<file path="config.mk">
export PLATFORM = sky130hd
export DESIGN_NAME = u16550_core
export DESIGN_NICKNAME = d
export VERILOG_FILES = /design/src/u16550_pkg.sv /design/src/u16550_core.sv
export SDC_FILE = /design/constraint.sdc
export NUM_CORES = 1
export LEC_CHECK = 0
export BUFFER_PORTS_ARGS = -buffer_cell sky130_fd_sc_hd__buf_2
export CAP_MARGIN = 20
export CORE_MARGIN = 4
export CORE_UTILIZATION = 45
export DETAILED_ROUTE_END_ITERATION = 8
export PLACE_DENSITY = 0.65
export SETUP_SLACK_MARGIN = 0.3
export SLEW_MARGIN = 20
export SYNTH_ARGS = -nofsm -noshare
export SYNTH_HDL_FRONTEND = slang
export SYNTH_SLANG_ARGS = --single-unit
</file>
<file path="constraint.sdc">
create_clock -name clk -period 3.45 [get_ports clk]
set_input_delay 0.1725 -clock clk [delete_from_list [all_inputs] [get_ports clk]]
set_output_delay 0.1725 -clock clk [all_outputs]
set_load 0.01 [all_outputs]
</file>
<file path="src/u16550_pkg.sv">
// ----------------------------------------------------------------------------
// u16550_pkg
// Shared types and constants for the 16550-style UART register model.
// ----------------------------------------------------------------------------
package u16550_pkg;

	localparam int TX_FIFO_DEPTH = 16;
	localparam int RX_FIFO_DEPTH = 14;

	localparam logic [1:0] ACT_READ   = 2'd0;
	localparam logic [1:0] ACT_WRITE  = 2'd1;
	localparam logic [1:0] ACT_RXBYTE = 2'd2;
	localparam logic [1:0] ACT_TXSLOT = 2'd3;

	localparam logic [2:0] REG_DATA = 3'd0;
	localparam logic [2:0] REG_IER  = 3'd1;
	localparam logic [2:0] REG_IIR  = 3'd2;
	localparam logic [2:0] REG_LCR  = 3'd3;
	localparam logic [2:0] REG_MCR  = 3'd4;
	localparam logic [2:0] REG_LSR  = 3'd5;
	localparam logic [2:0] REG_MSR  = 3'd6;
	localparam logic [2:0] REG_SCR  = 3'd7;

	localparam logic [1:0] VAR_8250  = 2'd0;
	localparam logic [1:0] VAR_8250J = 2'd1;
	localparam logic [1:0] VAR_16450 = 2'd2;
	localparam logic [1:0] VAR_16550 = 2'd3;

	// pending interrupt bit positions
	localparam int PI_LSR = 0;
	localparam int PI_RX  = 1;
	localparam int PI_TX  = 2;
	localparam int PI_MSR = 3;

	localparam logic [2:0] IIR_NONE = 3'd1;
	localparam logic [2:0] IIR_LSR  = 3'd6;
	localparam logic [2:0] IIR_RX   = 3'd4;
	localparam logic [2:0] IIR_TX   = 3'd2;
	localparam logic [2:0] IIR_MSR  = 3'd0;

	typedef struct packed {
		logic [1:0] action;
		logic [2:0] reg_addr;
		logic [7:0] data_in;
	} item_t;

	typedef struct packed {
		logic [7:0] read_data;
		logic       irq_active;
		logic       tx_valid;
		logic [7:0] tx_byte;
		logic       tx_start;
		logic       rts_rise;
	} result_t;

	// write/clear requests from the register logic to one queue memory
	typedef struct packed {
		logic       wr_en;
		logic [3:0] wr_addr;
		logic [7:0] wr_data;
		logic       clr;
	} qctl_t;

endpackage

</file>
<file path="src/u16550_core.sv">
// ----------------------------------------------------------------------------
// u16550_core
// Register file and update logic; commits one item per commit pulse.
// ----------------------------------------------------------------------------
module u16550_core #(
	parameter int TX_DEPTH = u16550_pkg::TX_FIFO_DEPTH,
	parameter int RX_DEPTH = u16550_pkg::RX_FIFO_DEPTH
) (
	input  logic                  clk,
	input  logic                  arst_n,
	input  logic                  cfg_we,
	input  logic [1:0]            cfg_data,
	input  logic                  commit,
	input  u16550_pkg::item_t     item_s1,
	input  logic [7:0]            tx_rd,
	input  logic [7:0]            rx_rd,
	output logic [3:0]            tx_pos,
	output logic [3:0]            rx_pos,
	output u16550_pkg::qctl_t     tx_ctl,
	output u16550_pkg::qctl_t     rx_ctl,
	output u16550_pkg::result_t   res
);

	logic [1:0]  variant_q;
	logic [15:0] div_q;
	logic [3:0]  ier_q, pend_q, trig_q, txp_q, rxp_q;
	logic [2:0]  iir_q;
	logic [7:0]  fcr_q, lcr_q, mcr_q, lsr_q, msr_q, rxh_q, txh_q, scr_q;
	logic        fon_q, busy_q, lvl_q;

	logic [15:0] n_div;
	logic [3:0]  n_ier, n_pend, n_trig, n_txp, n_rxp;
	logic [2:0]  n_iir;
	logic [7:0]  n_fcr, n_lcr, n_mcr, n_lsr, n_msr, n_rxh, n_txh, n_scr;
	logic        n_fon, n_busy, n_lvl;

	function automatic logic [3:0] mod_len(input logic [4:0] v, input logic [3:0] len);
		logic [4:0] t;
		t = v - 5'd14;
		unique case (len)
			4'd4:    mod_len = {2'b00, v[1:0]};
			4'd8:    mod_len = {1'b0, v[2:0]};
			4'd14:   mod_len = (v >= 5'd14) ? t[3:0] : v[3:0];
			default: mod_len = 4'd0;
		endcase
	endfunction

	assign tx_pos = txp_q;
	assign rx_pos = rxp_q;

	always_comb begin
		logic       qm, ev, req, rx_do, spd, stx;
		logic [7:0] rx_b, rd, v, old, nm;
		logic       rts, txv, txs;
		logic [7:0] txb;
		logic [3:0] len;
		n_div = div_q; n_ier = ier_q; n_pend = pend_q; n_trig = trig_q;
		n_txp = txp_q; n_rxp = rxp_q; n_iir = iir_q; n_fcr = fcr_q;
		n_lcr = lcr_q; n_mcr = mcr_q; n_lsr = lsr_q; n_msr = msr_q;
		n_rxh = rxh_q; n_txh = txh_q; n_scr = scr_q; n_fon = fon_q;
		n_busy = busy_q; n_lvl = lvl_q;
		tx_ctl = '0; rx_ctl = '0;
		ev = 1'b0; req = 1'b0; rx_do = 1'b0; rx_b = 8'd0; spd = 1'b0; stx = 1'b0;
		rd = 8'd0; rts = 1'b0; txv = 1'b0; txb = 8'd0; txs = 1'b0;
		v = item_s1.data_in; old = 8'd0; nm = 8'd0;
		qm = (variant_q == u16550_pkg::VAR_16550) && fon_q;
		len = (trig_q == 4'd0) ? 4'd1 : trig_q;

		unique case (item_s1.action)
			u16550_pkg::ACT_READ: begin
				unique case (item_s1.reg_addr)
					u16550_pkg::REG_DATA: begin
						if (lcr_q[7]) begin
							rd = div_q[7:0];
						end else if (qm) begin
							if (mcr_q[4]) begin
								rd = ({28'd0, txp_q} < TX_DEPTH) ? tx_rd : 8'd0;
								n_txp = txp_q + 4'd1;
								if (n_txp == 4'd0) begin
									n_lsr[0] = 1'b0; n_pend[u16550_pkg::PI_RX] = 1'b0; ev = 1'b1;
								end
							end else begin
								rd = ({28'd0, rxp_q} < RX_DEPTH) ? rx_rd : 8'd0;
								n_rxp = mod_len({1'b0, rxp_q} + 5'd1, len);
								if (n_rxp == 4'd0) begin
									n_lsr[0] = 1'b0; n_pend[u16550_pkg::PI_RX] = 1'b0; ev = 1'b1;
								end
							end
						end else begin
							rd = rxh_q;
							n_lsr[0] = 1'b0; n_pend[u16550_pkg::PI_RX] = 1'b0; ev = 1'b1;
						end
					end
					u16550_pkg::REG_IER: rd = lcr_q[7] ? div_q[15:8] : {4'd0, ier_q};
					u16550_pkg::REG_IIR: begin
						rd = {5'd0, iir_q};
						if (iir_q[2:1] == 2'b01) begin
							n_pend[u16550_pkg::PI_TX] = 1'b0; ev = 1'b1;
						end
						if (fcr_q[0]) rd[7:6] = 2'b11;
					end
					u16550_pkg::REG_LCR: rd = lcr_q;
					u16550_pkg::REG_MCR: rd = mcr_q;
					u16550_pkg::REG_LSR: begin
						n_lsr = lsr_q;
						if (lsr_q[5]) n_lsr[6] = 1'b1;
						n_lsr[5] = 1'b1;
						rd = n_lsr;
						if (n_lsr[4:0] != 5'd0) n_lsr[4:1] = 4'd0;
						n_pend[u16550_pkg::PI_LSR] = 1'b0; ev = 1'b1;
					end
					u16550_pkg::REG_MSR: begin
						rd = msr_q;
						n_msr = {msr_q[7:4], 4'd0};
						n_pend[u16550_pkg::PI_MSR] = 1'b0; ev = 1'b1;
					end
					default: rd = scr_q;
				endcase
			end
			u16550_pkg::ACT_WRITE: begin
				unique case (item_s1.reg_addr)
					u16550_pkg::REG_DATA: begin
						if (lcr_q[7]) begin
							n_div[7:0] = v; spd = 1'b1;
						end else if (qm) begin
							tx_ctl.wr_en = 1'b1; tx_ctl.wr_addr = txp_q; tx_ctl.wr_data = v;
							n_txp = txp_q + 4'd1;
							if (n_txp != 4'd0) begin
								old = lsr_q;
								n_lsr = lsr_q & 8'h9f;
								if (old[5]) ev = 1'b1;
							end else begin
								stx = 1'b1;
							end
						end else begin
							n_txh = v; stx = 1'b1;
						end
					end
					u16550_pkg::REG_IER: begin
						if (lcr_q[7]) begin
							n_div[15:8] = v; spd = 1'b1;
						end else begin
							n_ier = v[3:0]; ev = 1'b1;
						end
					end
					u16550_pkg::REG_IIR: begin
						if (variant_q == u16550_pkg::VAR_16550) begin
							n_fcr = v & 8'hf9;
							n_fon = v[0];
							if (!v[0]) begin
								tx_ctl.clr = 1'b1; rx_ctl.clr = 1'b1;
								n_rxp = 4'd0; n_txp = 4'd0; n_trig = 4'd1;
							end else begin
								if (v[1]) begin
									rx_ctl.clr = 1'b1; n_rxp = 4'd0;
								end
								if (v[2]) begin
									tx_ctl.clr = 1'b1; n_txp = 4'd0;
								end
								unique case (v[7:6])
									2'd0: n_trig = 4'd1;
									2'd1: n_trig = 4'd4;
									2'd2: n_trig = 4'd8;
									default: n_trig = 4'd14;
								endcase
							end
						end
					end
					u16550_pkg::REG_LCR: begin
						if ((lcr_q[3:0] ^ v[3:0]) != 4'd0) spd = 1'b1;
						n_lcr = v;
					end
					u16550_pkg::REG_MCR: begin
						rts = v[1] && !mcr_q[1];
						n_mcr = v;
						if (v[4]) begin
							nm = {v[3:2], v[0], v[1], 4'd0};
							nm[0] = msr_q[4] ^ nm[4];
							nm[1] = msr_q[5] ^ nm[5];
							nm[3] = msr_q[7] ^ nm[7];
							nm[2] = msr_q[6] && !nm[6];
							n_msr = nm;
							n_txp = 4'd0; n_rxp = 4'd0;
						end
					end
					u16550_pkg::REG_LSR: begin
						n_lsr = v;
						if (v[0]) n_pend[u16550_pkg::PI_RX] = 1'b1;
						if (v[4:1] != 4'd0) n_pend[u16550_pkg::PI_LSR] = 1'b1;
						if (v[5]) n_pend[u16550_pkg::PI_TX] = 1'b1;
						ev = 1'b1;
					end
					u16550_pkg::REG_MSR: begin
						n_msr = v;
						if (v[3:0] != 4'd0) n_pend[u16550_pkg::PI_MSR] = 1'b1;
						ev = 1'b1;
					end
					default: begin
						if (variant_q >= u16550_pkg::VAR_16450) n_scr = v;
					end
				endcase
			end
			u16550_pkg::ACT_RXBYTE: begin
				rx_do = 1'b1; rx_b = v;
			end
			default: begin
				if (busy_q) begin
					if (fon_q) begin
						n_txp = txp_q + 4'd1;
						if (mcr_q[4]) begin
							rx_do = 1'b1; rx_b = tx_rd;
						end else begin
							txv = 1'b1; txb = tx_rd;
						end
						if (n_txp == 4'd0) begin
							n_lsr[6] = 1'b1; n_busy = 1'b0;
						end
					end else begin
						if (mcr_q[4]) begin
							rx_do = 1'b1; rx_b = txh_q;
						end else begin
							txv = 1'b1; txb = txh_q;
						end
						n_lsr[6] = 1'b1; n_busy = 1'b0;
					end
				end
			end
		endcase

		if (spd && busy_q) txs = 1'b1;
		if (stx) begin
			txs = 1'b1; n_busy = 1'b1;
			n_lsr[6] = 1'b0; n_lsr[5] = 1'b1;
			n_pend[u16550_pkg::PI_TX] = 1'b1; ev = 1'b1;
		end

		// receive path: line byte or loopback of a sent byte
		if (rx_do) begin
			if (qm) begin
				rx_ctl.wr_en = 1'b1; rx_ctl.wr_addr = rxp_q; rx_ctl.wr_data = rx_b;
				n_rxp = mod_len({1'b0, rxp_q} + 5'd1, len);
				n_lsr[0] = (n_rxp == 4'd0);
				n_pend[u16550_pkg::PI_RX] = (n_rxp == 4'd0);
				if (n_rxp == 4'd0) ev = 1'b1;
			end else begin
				n_rxh = rx_b; n_lsr[0] = 1'b1;
				n_pend[u16550_pkg::PI_RX] = 1'b1; ev = 1'b1;
			end
		end

		// evaluation only ever runs on the item's final masks
		if (ev) begin
			req = 1'b1;
			priority if (n_ier[2] && n_pend[u16550_pkg::PI_LSR]) n_iir = u16550_pkg::IIR_LSR;
			else if (n_ier[0] && n_pend[u16550_pkg::PI_RX]) n_iir = u16550_pkg::IIR_RX;
			else if (n_ier[1] && n_pend[u16550_pkg::PI_TX]) n_iir = u16550_pkg::IIR_TX;
			else if (n_ier[3] && n_pend[u16550_pkg::PI_MSR]) n_iir = u16550_pkg::IIR_MSR;
			else begin
				n_iir = u16550_pkg::IIR_NONE; req = 1'b0;
			end
			req = req && (n_mcr[3] || variant_q == u16550_pkg::VAR_8250J);
			n_lvl = req;
		end

		res.read_data  = rd;
		res.irq_active = (variant_q >= u16550_pkg::VAR_16450) ? n_lvl : (ev && req);
		res.tx_valid   = txv;
		res.tx_byte    = txb;
		res.tx_start   = txs;
		res.rts_rise   = rts;
		if (!commit) begin
			tx_ctl = '0; rx_ctl = '0;
		end
	end

	always_ff @(posedge clk or negedge arst_n) begin
		if (!arst_n) begin
			variant_q <= u16550_pkg::VAR_8250;
			div_q <= 16'd96; ier_q <= '0; pend_q <= '0; trig_q <= 4'd1;
			txp_q <= '0; rxp_q <= '0; iir_q <= '0; fcr_q <= 8'h06;
			lcr_q <= '0; mcr_q <= '0; lsr_q <= '0; msr_q <= '0;
			rxh_q <= '0; txh_q <= '0; scr_q <= '0; fon_q <= 1'b0;
			busy_q <= 1'b0; lvl_q <= 1'b0;
		end else begin
			if (cfg_we) variant_q <= cfg_data;
			if (commit) begin
				div_q <= n_div; ier_q <= n_ier; pend_q <= n_pend; trig_q <= n_trig;
				txp_q <= n_txp; rxp_q <= n_rxp; iir_q <= n_iir; fcr_q <= n_fcr;
				lcr_q <= n_lcr; mcr_q <= n_mcr; lsr_q <= n_lsr; msr_q <= n_msr;
				rxh_q <= n_rxh; txh_q <= n_txh; scr_q <= n_scr; fon_q <= n_fon;
				busy_q <= n_busy; lvl_q <= n_lvl;
			end
		end
	end

endmodule

</file>
* Yosys cells after proc, flatten, opt, wreduce, memory -nomap -nowiden
Cells that the tools add are included.
** Word-level totals
- Logic and storage cells :: 321
- Flip-flop bits (word level) :: 101
- Memory bits (writable) :: 0
- Output and inout port bits :: 56
- Bits in latches :: 0
- Memory bits (read-only) :: 0
- Input port bits :: 35
- Memories kept :: 0
** Operators by class
- Multiply operators :: 0
- Divide/modulo/power cells :: 0
- Equal/unequal tests :: 47
- Muxes and demuxes :: 177
- Reductions and logical operators :: 55
- Magnitude comparators :: 3
- Shifts and indexed selects :: 0
- Bitwise logic cells :: 10
- Add/subtract/negate cells :: 3
** Operator list (count)
- 2-to-1 mux 4 bit :: 39
- 2-to-1 mux 8 bit :: 16
- 2-to-1 mux 1 bit :: 84
- 2-to-1 mux 13 bit :: 5
- case mux 8 bit (2 select lines) :: 4
- case mux 8 bit (7 select lines) :: 1
- case mux 4 bit (3 select lines) :: 4
- 2-to-1 mux 14 bit :: 3
- case mux 4 bit (2 select lines) :: 3
- 2-to-1 mux 7 bit :: 3
- AND reduction 5 bit :: 4
- nonzero test 4 bit :: 5
- != test 3 bit, second input constant :: 6
- logical NOT 4 bit :: 4
- != test 4 bit, second input constant :: 4
- AND reduction 4 bit :: 4
- != test 2 bit, second input constant :: 7
- AND reduction 14 bit :: 1
- case mux 6 bit (2 select lines) :: 1
- nonzero test 3 bit :: 4
- logical AND 1 bit :: 10
- != test 2 x 1 -> 1 bit, second input constant :: 5
- != test 5 bit, second input constant :: 2
- == test 3 bit, second input constant :: 3
- 40 further kinds :: 73

* Logic depth before layout (Yosys ltp)
Gate-level depths: netlist of run 1.
- Word-level depth :: 26
- Mapped depth :: 11
- Gate-level depth less buffers :: 11

* Worst setup path after synthesis of run 1
Ideal clock, no wire load.
- Kind :: reg-to-reg
- Start :: reg rxp_q[0] (netlist: rx_pos[0])
- End :: reg iir_q[0]
- Path buffers :: 0
- Clock period less this slack :: 3039 ps
- Setup time :: 125 ps
- Arrival :: 2914 ps
- Setup slack :: 411 ps
- Cell stages (with the launch flop) :: 10
- Required time :: 3325 ps
- Cell sequence :: dfrtp_1 > ha_1 > xor2_1 > ha_1 > nand2b_1 > a21oi_2 > or3_1 > a211o_1 > o41ai_4 > mux2_2
** On the way
- Longest elaborated chain between the ends :: 21
- Elaborated cells on any way between the ends :: 36
- Classes of those cells :: add/sub: 2; order compare: 1; mux: 29; reduce/logical: 4
** RTL lines
- from (decl) :: line u16550_core.sv:26 : logic [3:0] ier_q, pend_q, trig_q, txp_q, rxp_q;
- from (signal assigned) :: line u16550_core.sv:288 : txp_q <= n_txp; rxp_q <= n_rxp; iir_q <= n_iir; fcr_q <= n_fcr;
- adder 4 x 1 -> 5 bit * :: line u16550_core.sv:84, u16550_core.sv:241
- subtractor 4 bit / greater-or-equal comparator 5 x 4 -> 1 bit (equally long branches) :: line u16550_core.sv:39, u16550_core.sv:43
- 2-to-1 mux 4 bit :: line u16550_core.sv:43 : 4'd14: mod_len = (v >= 5'd14) ? t[3:0] : v[3:0];
- case mux 4 bit (3 select lines) * :: line u16550_core.sv:40 : unique case (len)
- 2-to-1 mux 4 bit :: line u16550_core.sv:76 : if (mcr_q[4]) begin
- 2-to-1 mux 4 bit :: line u16550_core.sv:75 : end else if (qm) begin
- 2-to-1 mux 4 bit :: line u16550_core.sv:73 : if (lcr_q[7]) begin
- 2-to-1 mux 4 bit :: line u16550_core.sv:71 : unique case (item_s1.reg_addr)
- [5 not listed]
- 2-to-1 mux 1 bit :: line u16550_core.sv:73
- case mux 1 bit (3 select lines) :: line u16550_core.sv:71
- case mux 1 bit (2 select lines) :: line u16550_core.sv:69 : unique case (item_s1.action)
- 2-to-1 mux 1 bit :: line u16550_core.sv:231 : if (stx) begin
- 2-to-1 mux 1 bit :: line u16550_core.sv:244 : if (n_rxp == 4'd0) ev = 1'b1;
- 2-to-1 mux 1 bit :: line u16550_core.sv:239 : if (qm) begin
- 2-to-1 mux 1 bit :: line u16550_core.sv:238 : if (rx_do) begin
- AND reduction 2 bit (no line)
- to (signal assigned) :: line u16550_core.sv:288
- to (decl) :: line u16550_core.sv:27 : logic [2:0] iir_q;
Mark *: on every way between the ends. The rest lies on a longest branch, timed or not. The select of a mux whose other input is x is not followed.
A chain may end at the register's enable or synchronous reset.

==> impl_metrics.csv, run 1 <==
group,metric,value,unit
synthesis,synth_common_cells,"97 x dfrtp_1, 71 x nand2_1, 68 x nor2_1",
global_routing,antenna_found_initial,0,
clocking,path_clk_slew,0.07,ns
global_routing,track_usage,25.5,%
final_layout,drive_gt1_share,30.2,%
drt,first_iter_violations,594,
drt,wirelength,20.1,mm
placement,routabilityCongestion,0.931,
floorplan,initial_core_util,46.4,%
power_and_ir_drop,ir_drop,0.270,mV
clocking,cts_made_buffers,9,
power_and_ir_drop,p_leak,3.33,nW
clocking,cts_tree,"built",
timing,finalHoldViolations,0,
synthesis,ys_ff_latch,100,
synthesis,synth_area_leaders,"dfrtp_1 39%, mux2_2 11%, o21ai_0 4.8%",
drt,via_per_inst,6.16,
floorplan,die-area,0.0157,sq mm
drt,antenna_left,0,
timing,worst_pin_slew,0.774,ns
timing,fin_tns_setup,0,ns
synthesis,synth_edf_count,0,
clocking,clock-sinks,100,
clocking,htree_levels,3,
global_routing,grt_max_degree,83,
setup_path,end_kind,"output port",
clocking,insertion_delay,0.35,ns
setup_path,timing.rr.end,"iir_q[0]",
final_layout,fin_util,55.4,%
synthesis,ys_seq_area_share,40.5,%
final_layout,diodes,0,
floorplan,dieWidth,125,microns
floorplan,io_pins,91,
setup_path,r2r_setup_slack,0.36,ns
synthesis,synth_async_sr_flop_share,100,%
drt,detailroute.via_count,5929,
synthesis,synthCells,693,
synthesis,synth_largest_area_cell,"dfrtp_1",
timing,fin_crit_sh,93.1,%
placement,io_buffers,90,
drt,first_pass_iters,7,
synthesis,synth-main-ff-cell,"dfrtp_1",
drt,wl_per_cell,20.8,microns
timing,finalClockSkew,0.00790,ns
final_layout,fin_nets,821,
worst_hold_path,hold_path.class,"in2reg",
timing,rsz0062_at_grt,"true",
synthesis,yosys_warnings,0,
synthesis,synth.most_common_cell,"dfrtp_1",
synthesis,avgSynthCellArea,8.94,sq um
worst_hold_path,hp-start,"cfg_data[1]",
placement,hpwl,14.1,mm
power_and_ir_drop,powerDensity,456,mW/mm^2
setup_path,worstReg2RegStart,"rx_pos[0]",
timing,setup_violations,0,
synthesis,synth_cell_types,66,
setup_path,required,3.28,ns
timing,clock.fmax,311,MHz
setup_path,setup.worst_path.start_class,"flop",
setup_path,reg2regPathDepth,12,
floorplan,coreArea,0.0133,sq mm
synthesis,synth_top_area_share,39.2,%
timing,fin_crit,3.21,ns
synthesis,netlist_area,0.00619,sq mm
timing,report.final.slew_viol_count,0,
clocking,cts-root-buf,"clkbuf_16",
worst_hold_path,min_path_cells,2,
synthesis,syn_nets,732,
floorplan,core.rowCount,42,
clocking,cts_buffer_depth,2,
setup_path,worstPathArrival,3.04,ns
global_routing,grt_pass1_wl,32.3,mm
run,drv_cap,0,
drt,drcViolationCount,0,
global_routing,overflow,0,
floorplan,die_y,125,microns
run_status,outcome,"complete, no violations",
worst_hold_path,holdPathEnd,"variant_q[1]",
final_layout,areaGrowthSynthToFinish,19.5,%
timing,relSlewSlack,48.0,%
setup_path,critical_path.max_fanout,5,
global_routing,grt_pass1_vias,5861,
setup_path,criticalPathCategory,"reg2out",
## area by class of cell
cell class / count / area, sq um
Clock buffer: 9 / 225
Clock inverter: 7 / 80.1
Fill cell: 1264 / 5950
Inverter: 18 / 67.6
Multi-Input combinational cell: 524 / 3540
Sequential cell: 100 / 2510
Tap cell: 176 / 220
Timing Repair Buffer: 129 / 756
## metal layers
metal  wire [microns]  up-vias  part of all wire [%]  GRT usage (%)
met4              516        0                   2.6           8.55
met1             8640     2907                    43           35.7
met3             1520       47                   7.6           3.92
met5                0        -                     0              0
li1                 -     2699                     -              -
met2             9390      276                    47           40.7
## logic make-up (layout without fill, tap and decap cells)
group	after synthesis	count (layout)	synth area share [%]
multiplexers	81	81	14.4
AND/OR/NAND/NOR	236	236	18.5
buffers and inverters	69	163	4.22
AO/OA/AOI/OAI	192	192	20.0
XOR/XNOR	10	10	1.41
adder cells (fa/ha/maj)	5	5	0.970
flip-flops	100	100	40.5
## where the power goes
| group | internal [mW] | leakage, nW | switching [mW] |
|---|---|---|---|
| registers | 1.37 | 1.28 | 0.180 |
| logic | 0.347 | 1.91 | 0.423 |
| clock network | 0.572 | 0.143 | 0.482 |
## flip-flops by register name (all words and copies together), names as in the netlist, 4 cells and up
| register | count |
|---|---|
| div_q | 16 |
| lcr_q | 8 |
| lsr_q | 8 |
| mcr_q | 8 |
| msr_q | 8 |
| rxh_q | 8 |
| scr_q | 8 |
| txh_q | 8 |
| ier_q | 4 |
| pend_q | 4 |
| rx_pos | 4 |
| trig_q | 4 |
| tx_pos | 4 |
## stage by stage
stage | cells | power, mW | cell area (sq um) | hold slack, ns | worst slack, ns
finish | 963 | 3.37 | 7400 | 0.0511 | 0.239
global route | 963 | 3.54 | 7400 | 0.0639 | 0.161
CTS | 958 | 3.36 | 7350 | 0.0502 | 0.279
detailed placement | 929 | 2.30 | 6830 | 0.414 | 0.150
global placement | 929 | 2.27 | 6830 | 0.405 | 0.185
floorplan | 693 | 2.01 | 6190 | -0.123 | 0.411
## what timing repair did
| action | 4_1_cts | 5_1_grt |
|---|---|---|
| endpoints found under the setup margin | 4 | 2 |
| hold endpoints to repair | 0 | 78 |
| gates cloned | 0 | 0 |
| buffers inserted | 13 | 4 |
| resized for setup | 18 | 4 |
| pin swaps | 9 | 5 |
| hold buffers | 0 | 1 |
## how the worst max path moves through the flow
stage	from	end	slack (ns)	depth (start not counted)
3_5_place_dp	rx_pos[1]	res[11]	0.15	11
3_3_place_gp	rx_pos[1]	res[11]	0.18	11
5_1_grt	rx_pos[0]	res[11]	0.16	12
4_1_cts	rx_pos[0]	res[11]	0.28	12
6_report	rx_pos[0]	res[11]	0.24	12
2_1_floorplan	rx_pos[0]	iir_q[0]	0.41	9
## cells in the final DEF, fill, tap and decap left out, types with 3 or more instances in the layout
cell        n
a211oi_1    3
a31oi_1    12
nor2_1     67
inv_6       3
nor2b_1     7
nor4b_1     3
inv_1      14
a22o_1      8
buf_4      37
nand3b_1    6
buf_2      89
nor4_1      3
nand4_1     6
a221o_1     8
a21oi_1    53
ha_4        3
dfrtp_1    94
or3_1       3
nand2_1    71
mux2_2     63
o22ai_1     3
o221ai_1    4
or2_2       3
and3_1      8
nor3_1     14
dfstp_2     3
dfrtp_2     3
nand3_1    13
xnor2_1     7
o41ai_1     5
o31ai_1     3
clkbuf_16   9
mux2i_1    18
o21ai_0    59
and2_1     12
o211ai_1    6
nand2b_1    6
## worst max-delay path, cell delays in order (launching register included)
cell and delay [ns]:
dfrtp_2 0.44, buf_6 0.13, ha_4 0.26, inv_2 0.04
ha_4 0.17, nand2b_4 0.14, a21oi_4 0.15, nor4_2 0.08
a2111o_1 0.54, o311a_4 0.35, a21oi_2 0.15, o22ai_1 0.08
buf_2 0.15
No activity file was read; power rests on OpenSTA's default activity.
==> run 2: changes to the inputs <==
--- a/config.mk
+++ b/config.mk
@@ -11,6 +11,7 @@
 export CORE_UTILIZATION = 45
 export DETAILED_ROUTE_END_ITERATION = 8
 export PLACE_DENSITY = 0.65
+export REMOVE_ABC_BUFFERS = 1
 export SETUP_SLACK_MARGIN = 0.3
 export SLEW_MARGIN = 20
 export SYNTH_ARGS = -nofsm -noshare
==> run 2 against run 1 <==
Cell count decreased by 0.42%; via count grew 0.73%; first-iteration DRC count grew 25%; core utilization decreased by 0.11 points; sequential power about the same; clock skew is essentially flat; power decreased by 1.1%; register-to-register slack about the same; sequential share of layout area is 0.052 points higher; critical endpoint unchanged; highest routed layer unchanged.
==> impl_metrics.csv, run 2 (synthesis gave the netlist of run 1 again) <==
group,metric,value,unit
run_status,outcome,"complete, no violations",
clocking,clock-sinks,100,
final_layout,drive_gt1_share,30.3,%
timing,setup_violations,0,
final_layout,largest_register_ff_count,16,
timing,fin_tns_setup,0,ns
clocking,cts_tree,"built",
setup_path,cp_slowest_cell,"dfrtp_2",
power_and_ir_drop,powerDensity,451,mW/mm^2
timing,report.final.slew_viol_count,0,
timing,worst_pin_slew,0.892,ns
global_routing,overflow,0,
final_layout,layout_common_cells,"95 x dfrtp_1, 89 x buf_2, 71 x nand2_1",
setup_path,critPathTopFamily,"compound AO/OA/AOI/OAI gates",
timing,relSlewSlack,39.7,%
drt,drcViolationCount,0,
final_layout,areaGrowthSynthToFinish,19.2,%
setup_path,end_kind,"output port",
timing,rsz0062_at_grt,"true",
clocking,path_clk_slew,0.07,ns
setup_path,r2r_setup_slack,0.37,ns
drt,first_pass_iters,5,
final_layout,regMostFlops,"div_q",
worst_hold_path,hold_path.class,"in2reg",
drt,wl_per_cell,21.4,microns
floorplan,initial_core_util,46.4,%
drt,detailroute.via_count,5972,
setup_path,path_cells,"ha_4, xor2_4, ha_4, nor2_1, nor3_1, o31ai_1, a2111o_1, o311a_4, a21oi_4, o22ai_1, buf_2",
drt,via_per_inst,6.23,
setup_path,crit_buf_inv,1,
placement,routabilityCongestion,0.945,
floorplan,die-area,0.0157,sq mm
setup_path,cp_num_cells,11,
floorplan,die_y,125,microns
setup_path,required,3.28,ns
clocking,htree_levels,3,
setup_path,cp_slowest_stage_delay,0.46,ns
placement,io_buffers,90,
placement,hpwl,14.1,mm
timing,fin_crit_sh,94.4,%
global_routing,antenna_found_initial,0,
power_and_ir_drop,ir_drop,0.243,mV
timing,finalClockSkew,0.00806,ns
setup_path,worstReg2RegStart,"rx_pos[0]",
setup_path,critPathCapture,"res[11]",
drt,antenna_left,0,
setup_path,reg2regPathDepth,11,
final_layout,diodes,0,
power_and_ir_drop,power,3.33,mW
global_routing,grt_pass1_wl,31.7,mm
setup_path,setup.worst_path.start_class,"flop",
global_routing,grt_max_degree,38,
drt,route.met3.wl,1.34,mm
timing,timing.hold.ws,0.0286,ns
floorplan,core.rowCount,42,
global_routing,track_usage,25.3,%
setup_path,crit_start,"rx_pos[0]",
clocking,cts_buffer_depth,2,
floorplan,coreArea,0.0133,sq mm
final_layout,final_common_cell,"dfrtp_1",
power_and_ir_drop,p_leak,3.31,nW
setup_path,timing.rr.end,"iir_q[0]",
final_layout,fin_util,55.3,%
timing,clock.fmax,307,MHz
drt,highest_layer,"met4",
clocking,insertion_delay,0.35,ns
setup_path,critical_path.max_fanout,4,
drt,wirelength,20.5,mm
floorplan,dieWidth,125,microns
clocking,cts_made_buffers,9,
drt,met2WireLength,9.75,mm
timing,finalHoldViolations,0,
timing,fin_crit,3.26,ns
run,drv_cap,0,
final_layout,fin_nets,817,
global_routing,grt_pass1_vias,5716,
setup_path,cpMostUsedCell,"ha_4",
drt,wl_met1,8.73,mm
floorplan,io_pins,91,
setup_path,worstPathArrival,3.08,ns
setup_path,criticalPathCategory,"reg2out",
drt,first_iter_violations,742,
clocking,cts-root-buf,"clkbuf_16",
run 2: how the worst min path moves through the flow:
stage	startpoint	end	slack, ns	cells after the start
6_report	cfg_we	variant_q[0]	0.03	2
5_1_grt	cfg_we	variant_q[0]	0.05	2
4_1_cts	cfg_we	variant_q[0]	0.02	2
3_5_place_dp	arst_n	mcr_q[0]	0.16	1
3_3_place_gp	arst_n	mcr_q[0]	0.15	1
2_1_floorplan	arst_n	busy_q	-0.12	0
run 2: routing by layer:
metal / vias up / GRT usage, %
met5: - / 0
li1: 2688 / -
met3: 60 / 3.97
met2: 285 / 41.2
met4: 0 / 10.7
met1: 2939 / 33.8
run 2: timing repair:
| item | 4_1_cts | 5_1_grt |
|---|---|---|
| setup buffers | 7 | 9 |
| endpoints found under the hold margin | 31 | 0 |
| resized for setup | 16 | 10 |
| pin swaps | 7 | 9 |
| endpoints found under the setup margin | 5 | 4 |
| hold buffers | 1 | 0 |
run 2: area by class of cell:
cell class | count | area, sq um
clock buffers | 11 | 253
clock inverters | 5 | 45.0
fillers | 1236 | 5970
inverters | 18 | 67.6
multi-input cells | 524 | 3570
flip-flops and latches | 100 | 2510
well taps | 176 | 220
repair buffers | 125 | 718
run 2: report_power, final:
group,switching [mW],internal (mW)
registers,0.177,1.37
logic,0.425,0.348
clock network,0.477,0.538
run 2: stage by stage:
step / setup WS, ns / std cells / area, sq um
after floorplan: 0.402 / 642 / 6000
after global placement: 0.262 / 926 / 6810
after detailed placement: 0.0914 / 926 / 6810
after CTS: 0.267 / 950 / 7260
after global routing: 0.144 / 959 / 7380
final: 0.194 / 959 / 7380
==> run 3: changes to the inputs <==
--- a/config.mk
+++ b/config.mk
@@ -9,8 +9,10 @@
 export CAP_MARGIN = 20
 export CORE_MARGIN = 4
 export CORE_UTILIZATION = 45
+export CTS_CLUSTER_DIAMETER = 150
 export DETAILED_ROUTE_END_ITERATION = 8
-export PLACE_DENSITY = 0.65
+export PLACE_DENSITY = 0.68
+export RECOVER_POWER = 50
 export REMOVE_ABC_BUFFERS = 1
 export SETUP_SLACK_MARGIN = 0.3
 export SLEW_MARGIN = 20
==> run 3 against run 2 <==
Worst hold slack better by 0.019 ns; global-route usage shrank 0.079 points; non-clock buffer count fell by 2; power is 1.7% lower; critical endpoint unchanged; largest power group unchanged.
==> impl_metrics.csv, run 3 (synthesis gave the netlist of run 1 again) <==
group,metric,value,unit
placement,routabilityCongestion,0.927,
timing,relSlewSlack,4.74,%
clocking,cts_made_buffers,9,
drt,first_iter_violations,510,
timing,finalClockSkew,0.00938,ns
timing,rsz0062_at_grt,"true",
timing,fin_crit_sh,95.3,%
drt,wl_per_cell,21.5,microns
worst_hold_path,hold_path.class,"in2reg",
clocking,cts_tree,"built",
drt,antenna_left,0,
setup_path,critPathCapture,"res[11]",
global_routing,met1_usage,35.3,%
floorplan,dieWidth,125,microns
setup_path,end_kind,"output port",
timing,timing.hold.ws,0.0474,ns
floorplan,io_pins,91,
final_layout,regMostFlops,"div_q",
placement,post_dp_cell_area,0.00681,sq mm
setup_path,path_cells,"inv_2, ha_4, inv_2, ha_4, nand2b_4, a21oi_4, nor4_2, a2111o_1, o311a_4, a21oi_4, o22ai_1, buf_2",
drt,via_per_inst,6.17,
final_layout,diodes,0,
clocking,htree_levels,3,
timing,setup_violations,0,
setup_path,crit_start,"rx_pos[1]",
clocking,cts-root-buf,"clkbuf_16",
global_routing,grt_use_met3,3.58,%
global_routing,grt_max_degree,55,
final_layout,drive_gt1_share,28.3,%
final_layout,final_common_cell,"dfrtp_1",
setup_path,setup.worst_path.start_class,"flop",
global_routing,track_usage,25.3,%
final_layout,final_area,0.00732,sq mm
placement,hpwl,14.3,mm
global_routing,overflow,0,
timing,worst_pin_slew,1.43,ns
run_status,outcome,"complete, no violations",
power_and_ir_drop,ir_drop,0.278,mV
timing,clock.fmax,304,MHz
clocking,clock-sinks,100,
timing,report.final.slew_viol_count,0,
setup_path,critical_path.max_fanout,5,
power_and_ir_drop,p_leak,3.25,nW
setup_path,criticalPathCategory,"reg2out",
setup_path,reg2regPathDepth,10,
global_routing,grt.busiest_layer,"met2",
clocking,cts_buffer_depth,2,
setup_path,timing.rr.end,"iir_q[0]",
placement,post-place-ws,0.101,ns
timing,finalHoldViolations,0,
final_layout,layout_common_cells,"97 x dfrtp_1, 83 x buf_2, 71 x nand2_1",
setup_path,cp_slowest_stage_delay,0.48,ns
power_and_ir_drop,powerDensity,448,mW/mm^2
setup_path,r2r_setup_slack,0.35,ns
run,drv_cap,0,
placement,io_buffers,90,
timing,fin_tns_setup,0,ns
setup_path,worstPathArrival,3.12,ns
floorplan,core.rowCount,42,
setup_path,worstReg2RegStart,"rx_pos[1]",
floorplan,coreArea,0.0133,sq mm
floorplan,initial_core_util,46.4,%
final_layout,largest_register_ff_count,16,
final_layout,fin_nets,815,
final_layout,fin_util,54.8,%
clocking,insertion_delay,0.35,ns
drt,drcViolationCount,0,
global_routing,grt_pass1_vias,5692,
timing,layout_setup_ws,0.161,ns
floorplan,die_y,125,microns
drt,detailroute.via_count,5899,
global_routing,grt_pass1_wl,31.7,mm
setup_path,cp_slowest_cell,"dfrtp_1",
timing,fin_crit,3.29,ns
final_layout,areaGrowthSynthToFinish,18.2,%
drt,first_pass_iters,5,
drt,wirelength,20.6,mm
clocking,path_clk_slew,0.07,ns
global_routing,use_met2,40.0,%
floorplan,die-area,0.0157,sq mm
global_routing,antenna_found_initial,0,
setup_path,required,3.28,ns
run 3: layer usage:
layer	vias to the layer above	wire length, microns
li1	2690	-
met1	2890	9010
met2	273	9540
met3	46	1400
met4	0	618
met5	-	0
run 3: report_power, final:
group	switching [mW]	internal (mW)
Combinational	0.430	0.343
Clock	0.473	0.490
Sequential	0.175	1.37
run 3: timing repair:
| item | CTS | global route |
|---|---|---|
| setup buffers | 8 | 5 |
| resized for setup | 12 | 17 |
| pin swaps | 7 | 10 |
| setup endpoints to repair | 4 | 4 |
| hold buffers | 1 | 0 |
| endpoints found under the hold margin | 50 | 0 |
run 3: critical path: cells and delay by family, from the launching register on:
kind,cells,cell delay (ns)
simple gates,2,0.23
compound gates,5,1.31
buf+inv,3,0.28
fa+ha+maj,2,0.46
flops,1,0.48
run 3: how the worst min path moves through the flow:
stage / from / endpoint / slack (ns) / depth (start not counted)
floorplan: arst_n / busy_q / -0.12 / 0
global placement: arst_n / mcr_q[0] / 0.27 / 1
detailed placement: arst_n / mcr_q[0] / 0.28 / 1
CTS: cfg_data[0] / variant_q[0] / 0.05 / 3
global route: cfg_data[1] / variant_q[1] / 0.06 / 2
finish: cfg_data[0] / variant_q[0] / 0.05 / 3
run 3: cell type report:
type | count | area, sq um
Clock buffer | 10 | 229
Clock inverter | 5 | 37.5
Fill cell | 1249 | 6030
Inverter | 18 | 67.6
Multi-Input combinational cell | 524 | 3590
Sequential cell | 100 | 2510
Tap cell | 176 | 220
Timing Repair Buffer | 123 | 671
run 3: per-stage QoR:
step	total power, mW	instances
after global routing	3.44	956
after floorplan	1.97	642
after detailed placement	2.30	927
after global placement	2.26	927
after CTS	3.26	951
final	3.28	956
